### src/design/y86fd_pkg.sv
// ----------------------------------------------------------------------------
// Y86-64 fetch/decode package
// Instruction codes, status codes, lengths and the transaction payload types.
// ----------------------------------------------------------------------------
package y86fd_pkg;

	localparam logic [3:0] ICODE_HALT    = 4'd0;
	localparam logic [3:0] ICODE_NOP     = 4'd1;
	localparam logic [3:0] ICODE_CMOV    = 4'd2;
	localparam logic [3:0] ICODE_IRMOVQ  = 4'd3;
	localparam logic [3:0] ICODE_RMMOVQ  = 4'd4;
	localparam logic [3:0] ICODE_MRMOVQ  = 4'd5;
	localparam logic [3:0] ICODE_OPQ     = 4'd6;
	localparam logic [3:0] ICODE_JXX     = 4'd7;
	localparam logic [3:0] ICODE_CALL    = 4'd8;
	localparam logic [3:0] ICODE_RET     = 4'd9;
	localparam logic [3:0] ICODE_PUSHQ   = 4'd10;
	localparam logic [3:0] ICODE_POPQ    = 4'd11;
	localparam logic [3:0] ICODE_IOTRAP  = 4'd12;
	localparam logic [3:0] ICODE_INVALID = 4'd13;

	// Largest legal function code per class.
	localparam logic [3:0] IFUN_MAX_CMOV   = 4'd6;
	localparam logic [3:0] IFUN_MAX_OPQ    = 4'd3;
	localparam logic [3:0] IFUN_MAX_JXX    = 4'd6;
	localparam logic [3:0] IFUN_MAX_IOTRAP = 4'd5;
	localparam logic [3:0] IFUN_PLAIN      = 4'd0;

	localparam logic [3:0] REG_NONE = 4'hF;

	localparam logic [3:0] LEN_BYTE  = 4'd1;
	localparam logic [3:0] LEN_REGS  = 4'd2;
	localparam logic [3:0] LEN_DEST  = 4'd9;
	localparam logic [3:0] LEN_FULL  = 4'd10;

	localparam logic [1:0] STATUS_OK  = 2'd0;
	localparam logic [1:0] STATUS_ADR = 2'd1;
	localparam logic [1:0] STATUS_INS = 2'd2;

	typedef struct packed {
		logic [15:0] pc;
		logic [7:0]  opcode_byte;
		logic [7:0]  second_byte;
		logic [63:0] tail_bytes;
	} in_item_t;

	typedef struct packed {
		logic [3:0]  icode;
		logic [3:0]  ifun;
		logic [3:0]  reg_a;
		logic [3:0]  reg_b;
		logic [63:0] const_value;
		logic [15:0] next_pc;
		logic [1:0]  status;
	} out_item_t;

endpackage

### src/design/y86fd_in_if.sv
// ----------------------------------------------------------------------------
// Y86-64 fetch/decode input channel
// Valid/ready channel carrying the pc and the instruction bytes.
// ----------------------------------------------------------------------------
interface y86fd_in_if import y86fd_pkg::*; ();
	logic     valid;
	logic     ready;
	in_item_t data;

	modport source (output valid, output data, input ready);
	modport sink (input valid, input data, output ready);
endinterface

### src/design/y86fd_out_if.sv
// ----------------------------------------------------------------------------
// Y86-64 fetch/decode output channel
// Valid/ready channel carrying one decoded instruction.
// ----------------------------------------------------------------------------
interface y86fd_out_if import y86fd_pkg::*; ();
	logic      valid;
	logic      ready;
	out_item_t data;

	modport source (output valid, output data, input ready);
	modport sink (input valid, input data, output ready);
endinterface

### src/design/y86fd_decode.sv
// ----------------------------------------------------------------------------
// Y86-64 instruction decode
// Combinational split, class checks, bounds check and constant assembly.
// ----------------------------------------------------------------------------
module y86fd_decode import y86fd_pkg::*; #(
	parameter int MEM_SIZE = 8192
) (
	input  in_item_t  item,
	output out_item_t result
);

	localparam logic [16:0] MemLimit = 17'(MEM_SIZE);

	logic [3:0]  ic;
	logic [3:0]  fn;
	logic [3:0]  ra;
	logic [3:0]  rbn;
	logic [3:0]  len;
	logic [63:0] cval;
	logic [3:0]  oa;
	logic [3:0]  ob;
	logic        fn_ok;
	logic        reg_ok;
	logic        pc_ok;
	logic        end_ok;
	logic [16:0] end_addr;

	assign ic  = item.opcode_byte[7:4];
	assign fn  = item.opcode_byte[3:0];
	assign ra  = item.second_byte[7:4];
	assign rbn = item.second_byte[3:0];

	always_comb begin
		len    = LEN_BYTE;
		cval   = '0;
		oa     = REG_NONE;
		ob     = REG_NONE;
		fn_ok  = 1'b0;
		reg_ok = 1'b1;
		case (ic)
			ICODE_HALT, ICODE_NOP, ICODE_RET: begin
				fn_ok = (fn == IFUN_PLAIN);
			end
			ICODE_IOTRAP: begin
				fn_ok = (fn <= IFUN_MAX_IOTRAP);
			end
			ICODE_CMOV, ICODE_OPQ: begin
				fn_ok  = (ic == ICODE_CMOV) ? (fn <= IFUN_MAX_CMOV) : (fn <= IFUN_MAX_OPQ);
				len    = LEN_REGS;
				reg_ok = (ra != REG_NONE) && (rbn != REG_NONE);
				oa     = ra;
				ob     = rbn;
			end
			ICODE_IRMOVQ: begin
				fn_ok  = (fn == IFUN_PLAIN);
				len    = LEN_FULL;
				reg_ok = (ra == REG_NONE) && (rbn != REG_NONE);
				oa     = ra;
				ob     = rbn;
				cval   = item.tail_bytes;
			end
			ICODE_RMMOVQ, ICODE_MRMOVQ: begin
				fn_ok  = (fn == IFUN_PLAIN);
				len    = LEN_FULL;
				reg_ok = (ra != REG_NONE);
				oa     = ra;
				ob     = rbn;
				cval   = item.tail_bytes;
			end
			ICODE_JXX, ICODE_CALL: begin
				fn_ok = (ic == ICODE_JXX) ? (fn <= IFUN_MAX_JXX) : (fn == IFUN_PLAIN);
				len   = LEN_DEST;
				// The destination starts straight after the opcode byte.
				cval  = {item.tail_bytes[55:0], item.second_byte};
			end
			ICODE_PUSHQ, ICODE_POPQ: begin
				fn_ok  = (fn == IFUN_PLAIN);
				len    = LEN_REGS;
				reg_ok = (ra != REG_NONE) && (rbn == REG_NONE);
				oa     = ra;
				ob     = rbn;
			end
			default: begin
				fn_ok = 1'b0;
			end
		endcase
	end

	assign end_addr = {1'b0, item.pc} + 17'(len);
	assign pc_ok    = ({1'b0, item.pc} < MemLimit);
	assign end_ok   = (end_addr <= MemLimit);

	always_comb begin
		result.icode       = ICODE_INVALID;
		result.ifun        = fn;
		result.reg_a       = REG_NONE;
		result.reg_b       = REG_NONE;
		result.const_value = '0;
		result.next_pc     = item.pc + 16'd1;
		result.status      = STATUS_INS;
		if (!pc_ok) begin
			result.ifun    = '0;
			result.next_pc = item.pc;
			result.status  = STATUS_ADR;
		end else if (!fn_ok) begin
			result.status = STATUS_INS;
		end else if (!end_ok) begin
			// The function check takes precedence over running past memory.
			result.status = STATUS_ADR;
		end else if (!reg_ok) begin
			result.status = STATUS_INS;
		end else begin
			result.icode       = ic;
			result.reg_a       = oa;
			result.reg_b       = ob;
			result.const_value = cval;
			result.next_pc     = end_addr[15:0];
			result.status      = STATUS_OK;
		end
	end

endmodule

### src/design/y86_instruction_fetch_decode.sv
// ----------------------------------------------------------------------------
// Y86-64 instruction fetch decode
// Decodes one instruction per transaction into icode, registers, constant,
// next pc and status.
// ----------------------------------------------------------------------------
// The block accepts one instruction every clock cycle while the output is not
// stalled: the bytes are captured in an input register, decoded in one pass
// of combinational logic and held in a result register until the consumer
// takes them. While the result register is full and stalled, a second
// instruction waits in the input register; a stall on the output side
// reaches the input ready in the same cycle.
module y86_instruction_fetch_decode import y86fd_pkg::*; #(
	parameter int MEM_SIZE = 8192
) (
	input logic        clk,
	input logic        arst_n,
	y86fd_in_if.sink   in_ch,
	y86fd_out_if.source out_ch
);

	logic      valid_s1;
	in_item_t  item_s1;
	logic      valid_s2;
	out_item_t result_s2;
	out_item_t decoded;
	logic      advance_s2;
	logic      ready_s1;

	assign advance_s2  = !valid_s2 || out_ch.ready;
	assign ready_s1    = !valid_s1 || advance_s2;
	assign in_ch.ready = ready_s1;

	y86fd_decode #(
		.MEM_SIZE(MEM_SIZE)
	) u_decode (
		.item  (item_s1),
		.result(decoded)
	);

	always_ff @(posedge clk or negedge arst_n) begin
		if (!arst_n) begin
			valid_s1 <= 1'b0;
			valid_s2 <= 1'b0;
		end else begin
			if (ready_s1) begin
				valid_s1 <= in_ch.valid;
			end
			if (advance_s2) begin
				valid_s2 <= valid_s1;
			end
		end
	end

	always_ff @(posedge clk) begin
		if (in_ch.valid && ready_s1) begin
			item_s1 <= in_ch.data;
		end
		if (valid_s1 && advance_s2) begin
			result_s2 <= decoded;
		end
	end

	assign out_ch.valid = valid_s2;
	assign out_ch.data  = result_s2;

endmodule

### src/flat_wrapper.sv
// flat-port wrapper written by rule: the top's interface ports become plain ports
module y86_instruction_fetch_decode_flat import y86fd_pkg::*;
#(
	parameter int MEM_SIZE = 8192
)
  (clk, arst_n, in_ch_valid, in_ch_data, in_ch_ready, out_ch_valid, out_ch_data, out_ch_ready);
  y86fd_in_if in_ch_i ();
  y86fd_out_if out_ch_i ();
  input logic clk;
  input logic arst_n;
  input wire logic [$bits(in_ch_i.valid)-1:0] in_ch_valid;
  input wire logic [$bits(in_ch_i.data)-1:0] in_ch_data;
  output wire logic [$bits(in_ch_i.ready)-1:0] in_ch_ready;
  output wire logic [$bits(out_ch_i.valid)-1:0] out_ch_valid;
  output wire logic [$bits(out_ch_i.data)-1:0] out_ch_data;
  input wire logic [$bits(out_ch_i.ready)-1:0] out_ch_ready;
  assign in_ch_i.valid = in_ch_valid;
  assign in_ch_i.data = in_ch_data;
  assign in_ch_ready = in_ch_i.ready;
  assign out_ch_valid = out_ch_i.valid;
  assign out_ch_data = out_ch_i.data;
  assign out_ch_i.ready = out_ch_ready;
  y86_instruction_fetch_decode #(.MEM_SIZE(MEM_SIZE)) u_core (.clk(clk), .arst_n(arst_n), .in_ch(in_ch_i), .out_ch(out_ch_i));
endmodule
### config.mk
export PLATFORM = sky130hd
export DESIGN_NAME = y86_instruction_fetch_decode_flat
export DESIGN_NICKNAME = d
export VERILOG_FILES = /design/src/design/y86fd_pkg.sv /design/src/design/y86fd_in_if.sv /design/src/design/y86fd_out_if.sv /design/src/design/y86fd_decode.sv /design/src/design/y86_instruction_fetch_decode.sv /design/src/flat_wrapper.sv
export SDC_FILE = /design/constraint.sdc
export NUM_CORES = 1
export LEC_CHECK = 0
export BUFFER_PORTS_ARGS = -buffer_cell sky130_fd_sc_hd__buf_2
export CAP_MARGIN = 10
export CORE_MARGIN = 1.5
export CORE_UTILIZATION = 23
export CTS_BUF_LIST = sky130_fd_sc_hd__clkbuf_2
export CTS_CLUSTER_SIZE = 25
export DETAILED_ROUTE_END_ITERATION = 10
export PLACE_DENSITY = 0.46
export SLEW_MARGIN = 40
export SYNTH_ARGS = -nofsm -noshare
export SYNTH_HDL_FRONTEND = slang
export SYNTH_HIERARCHICAL = 1
export SYNTH_SLANG_ARGS = --single-unit
### constraint.sdc
create_clock -name clk -period 5 [get_ports clk]
set_input_delay 0.25 -clock clk [delete_from_list [all_inputs] [get_ports clk]]
set_output_delay 0.25 -clock clk [all_outputs]
set_load 0.05 [all_outputs]
==> reports/qor.txt <==
Avg Inst Size Synth: 14.79 um2
final setup violating endpoints: 0
post-layout min period: 4438 ps
Root Buffer: clkbuf_2
Tcrit/Tclk final: 0.8876
Final Max Tran Viols: 0
synthesized cell area: 0.007914 mm2
total track usage: 0.1334
Die X: 188.5 um
clk buf depth: 2
FP Rows: 67
DP HPWL: 14,910 um
die extent in y: 188.5 um
max-cap violation count: 0
total power: 3.383 mW
slack of the critical path: 562.1 ps
outcome: complete, no violations
r2r startpoint: u_core/item_s1[77]
Area growth syn-to-layout: 46.81%
Core Footprint: 0.03370 mm2
antenna violations before repair: 5
layout cells sized above 1: 0.2776
Final #Nets: 1,025
Critical path buffers and inverters: 1
Hold Crit Start: in_ch_data[68]
PortBufs: 199
R2R cell count: 12
final hold violation count: 0
synth warn: 6
GRT Residual Overflow: 0
CTS sink count: 196
GP Congestion: 0.8533
starting density of the core: 0.2348
Clock Latency Late Sink: 860 ps
H-tree level count: 4
hold worst-path end: u_core/item_s1[68]
worst-margin pin slew: 814.5 ps
setup bufs post-CTS: 0
largest net degree at the start of global routing: 65
Unique masters post-synth: 54
share of the synthesized area in the top cell type: 0.7361
critical path required time: 5690 ps
Post-Route WL: 23,380 um
Critical R2R Capture: u_core/out_ch.data[13]
setup_tns: 0 ps
Worst EP arrival: 5130 ps
Hold WC Path Type: input port to flop
Critical Path Max Stage Delay: 590 ps
Vias/cell: 4.299
CP max stage cell: edfxtp_1
Hold Crit Depth: 2
Synth area leaders: edfxtp_1, a22oi_1, nor2_1, clkbuf_1, nand2_1
first-pass GRT wire length: 35,590 um
Max transition margin: 0.4570
Layout Skew: 60.36 ps
flops & latches, synth: 196
most common cell after layout, fill and taps aside: buf_2
critical path class: flop to flop
routed length per instance: 16.89 um
Post-Layout Cell Count: 1,384
Clock transition at path regs: 310 ps
area leader, netlist: edfxtp_1
FFs w/ async S/R, synth: 0.01020
RSZ-0062 raised after global routing: no
dpl ws: 408.3 ps
uppermost layer routed: met5
met3 routed WL: 1304 um
Post-Syn Instances: 535
Worst Path Max Fanout: 10
met2 wire length: 11,650 um
peak supply drop: 0.1295 mV
DIE AREA: 0.03553 mm2
drc violations: 0
dominant synthesized flop cell: edfxtp_1
Seq/Total Area, Yosys: 0.7425
CP delay by family, top: compound AO/OA/AOI/OAI gates
Leak: 4.249 nW
EDFF count, synth: 194
startpoint types: flop
1st-iter DRT viols: 398
filler cell count: 3,403
Synthesized Nets: 640
reg2reg setup slack: 560 ps
Power Dens Cells: 291.2 mW/mm2
CTS tree: built
CP endpoint kind: flop
CTS buffer count: 17
commonest non-fill, non-tap cells in the layout: buf_2, edfxtp_1, dlygate4sd3_1
dpl cells: 1,157
crit path cell chain: inv_1 -> nor2_1 -> a31oi_2 -> ha_1 -> fa_1 -> or4_1 -> a211oi_1 -> o2111a_1 -> a21o_1 -> nand3_1 -> a2111oi_2 -> xor2_1
Routed Antenna Nets: 0
fmax: 225.3 MHz
M1 wire length: 10,050 um
via count: 5,950
# IOs: 200
vias in the first global route: 6,154
drt first pass iters: 5
==> Yosys cell counts, types with 2 or more instances <==
| library cell | instances |
|---|---|
| and2_1 | 6 |
| a311oi_1 | 2 |
| a31oi_1 | 2 |
| nor2b_1 | 2 |
| nand3_1 | 12 |
| a22oi_1 | 64 |
| nor2_1 | 76 |
| nand4_1 | 6 |
| a31o_2 | 2 |
| a21o_1 | 5 |
| nand2b_1 | 7 |
| inv_1 | 8 |
| and3_1 | 3 |
| o21ai_0 | 10 |
| o2111ai_1 | 2 |
| mux2i_1 | 3 |
| ha_1 | 4 |
| nor4_1 | 2 |
| xnor2_1 | 5 |
| edfxtp_1 | 194 |
| xor2_1 | 7 |
| and4_1 | 3 |
| a211o_1 | 2 |
| nand2_1 | 17 |
| clkbuf_1 | 29 |
| a211oi_1 | 3 |
| or2_2 | 4 |
| nor3_1 | 5 |
| o221ai_1 | 2 |
| a21oi_1 | 12 |
| dfrtp_1 | 2 |
| buf_2 | 4 |
| or3_1 | 9 |
==> worst max path at each step <==
stage / startpoint / end / slack, ps / cells past startpoint
6_report: u_core/item_s1[77] / u_core/out_ch.data[13] / 560 / 12
5_1_grt: u_core/item_s1[77] / u_core/out_ch.data[13] / 180 / 12
4_1_cts: u_core/item_s1[77] / u_core/out_ch.data[13] / 350 / 12
3_5_place_dp: u_core/item_s1[77] / u_core/out_ch.data[13] / 410 / 12
3_3_place_gp: u_core/item_s1[77] / u_core/out_ch.data[13] / 570 / 12
2_1_floorplan: u_core/item_s1[76] / u_core/out_ch.data[13] / 970 / 17
==> metrics by stage <==
step / hold slack (ps) / instance area [um2] / utilization
after floorplan: -45.59 / 7914 / -
after global placement: 36.19 / 9415 / 0.2794
after detailed placement: 36.33 / 9435 / 0.2800
after CTS: 1.102 / 11600 / 0.3444
after global routing: 8.493 / 11620 / 0.3448
final: 154.5 / 11620 / 0.3448
==> worst register-to-register path: cells and delay by family (launching register included) <==
kind	cells	cell delay, ps
AOI/OAI and AO/OA	5	1720
and+or+nand+nor	3	880
adders and majority gates	2	770
DFF	1	590
xor gates and xnor gates	1	220
buffers and inverters	1	140
==> cell type report <==
cell class | instances | area [um2] | share of cell area
Inverter | 8 | 30.03 | 0.002585
Timing Repair Buffer | 402 | 3013 | 0.2593
Multi-Input combinational cell | 295 | 1884 | 0.1622
Antenna cell | 3 | 7.507 | 0.0006461
Sequential cell | 196 | 5876 | 0.5057
Clock inverter | 15 | 162.7 | 0.01400
Clock buffer | 17 | 85.08 | 0.007323
Tap cell | 448 | 560.5 | 0.04824
==> where the power goes <==
group	internal, mW	switching (mW)
sequential	1.92	0.0632
combinational	0.217	0.353
clock	0.169	0.659
total	2.31	1.07
==> repair_timing <==
action,in CTS,in global routing
endpoints found under the setup margin,0,0
hold endpoints to repair,132,0
hold buffers,192,0
resized for setup,0,0
==> cell families (layout without fill, tap and decap cells) <==
logic type | Yosys count | after routing | share of synthesized area
flip-flops | 196 | 196 | 0.7425
AND/OR/NAND/NOR | 158 | 158 | 0.09929
adder cells (fa/ha/maj) | 5 | 5 | 0.008854
other | 0 | 3 | 0
XOR/XNOR | 12 | 12 | 0.01328
AO/OA/AOI/OAI | 116 | 116 | 0.1078
multiplexers | 4 | 4 | 0.005217
buffers and inverters | 44 | 442 | 0.02308
==> state kept, by name, indices dropped and copies added (netlist names) <==
register	flops
u_core/item_s1	96
u_core/valid_s1	1
u_core/out_ch.valid	1
u_core/out_ch.data	98
==> metal layers <==
layer  track usage  vias up
met1        0.1631     2894
met5             0        -
li1              -     2842
met2        0.2238      189
met3       0.03762       21
met4       0.04884        4
(Power assumes the default switching activity.)
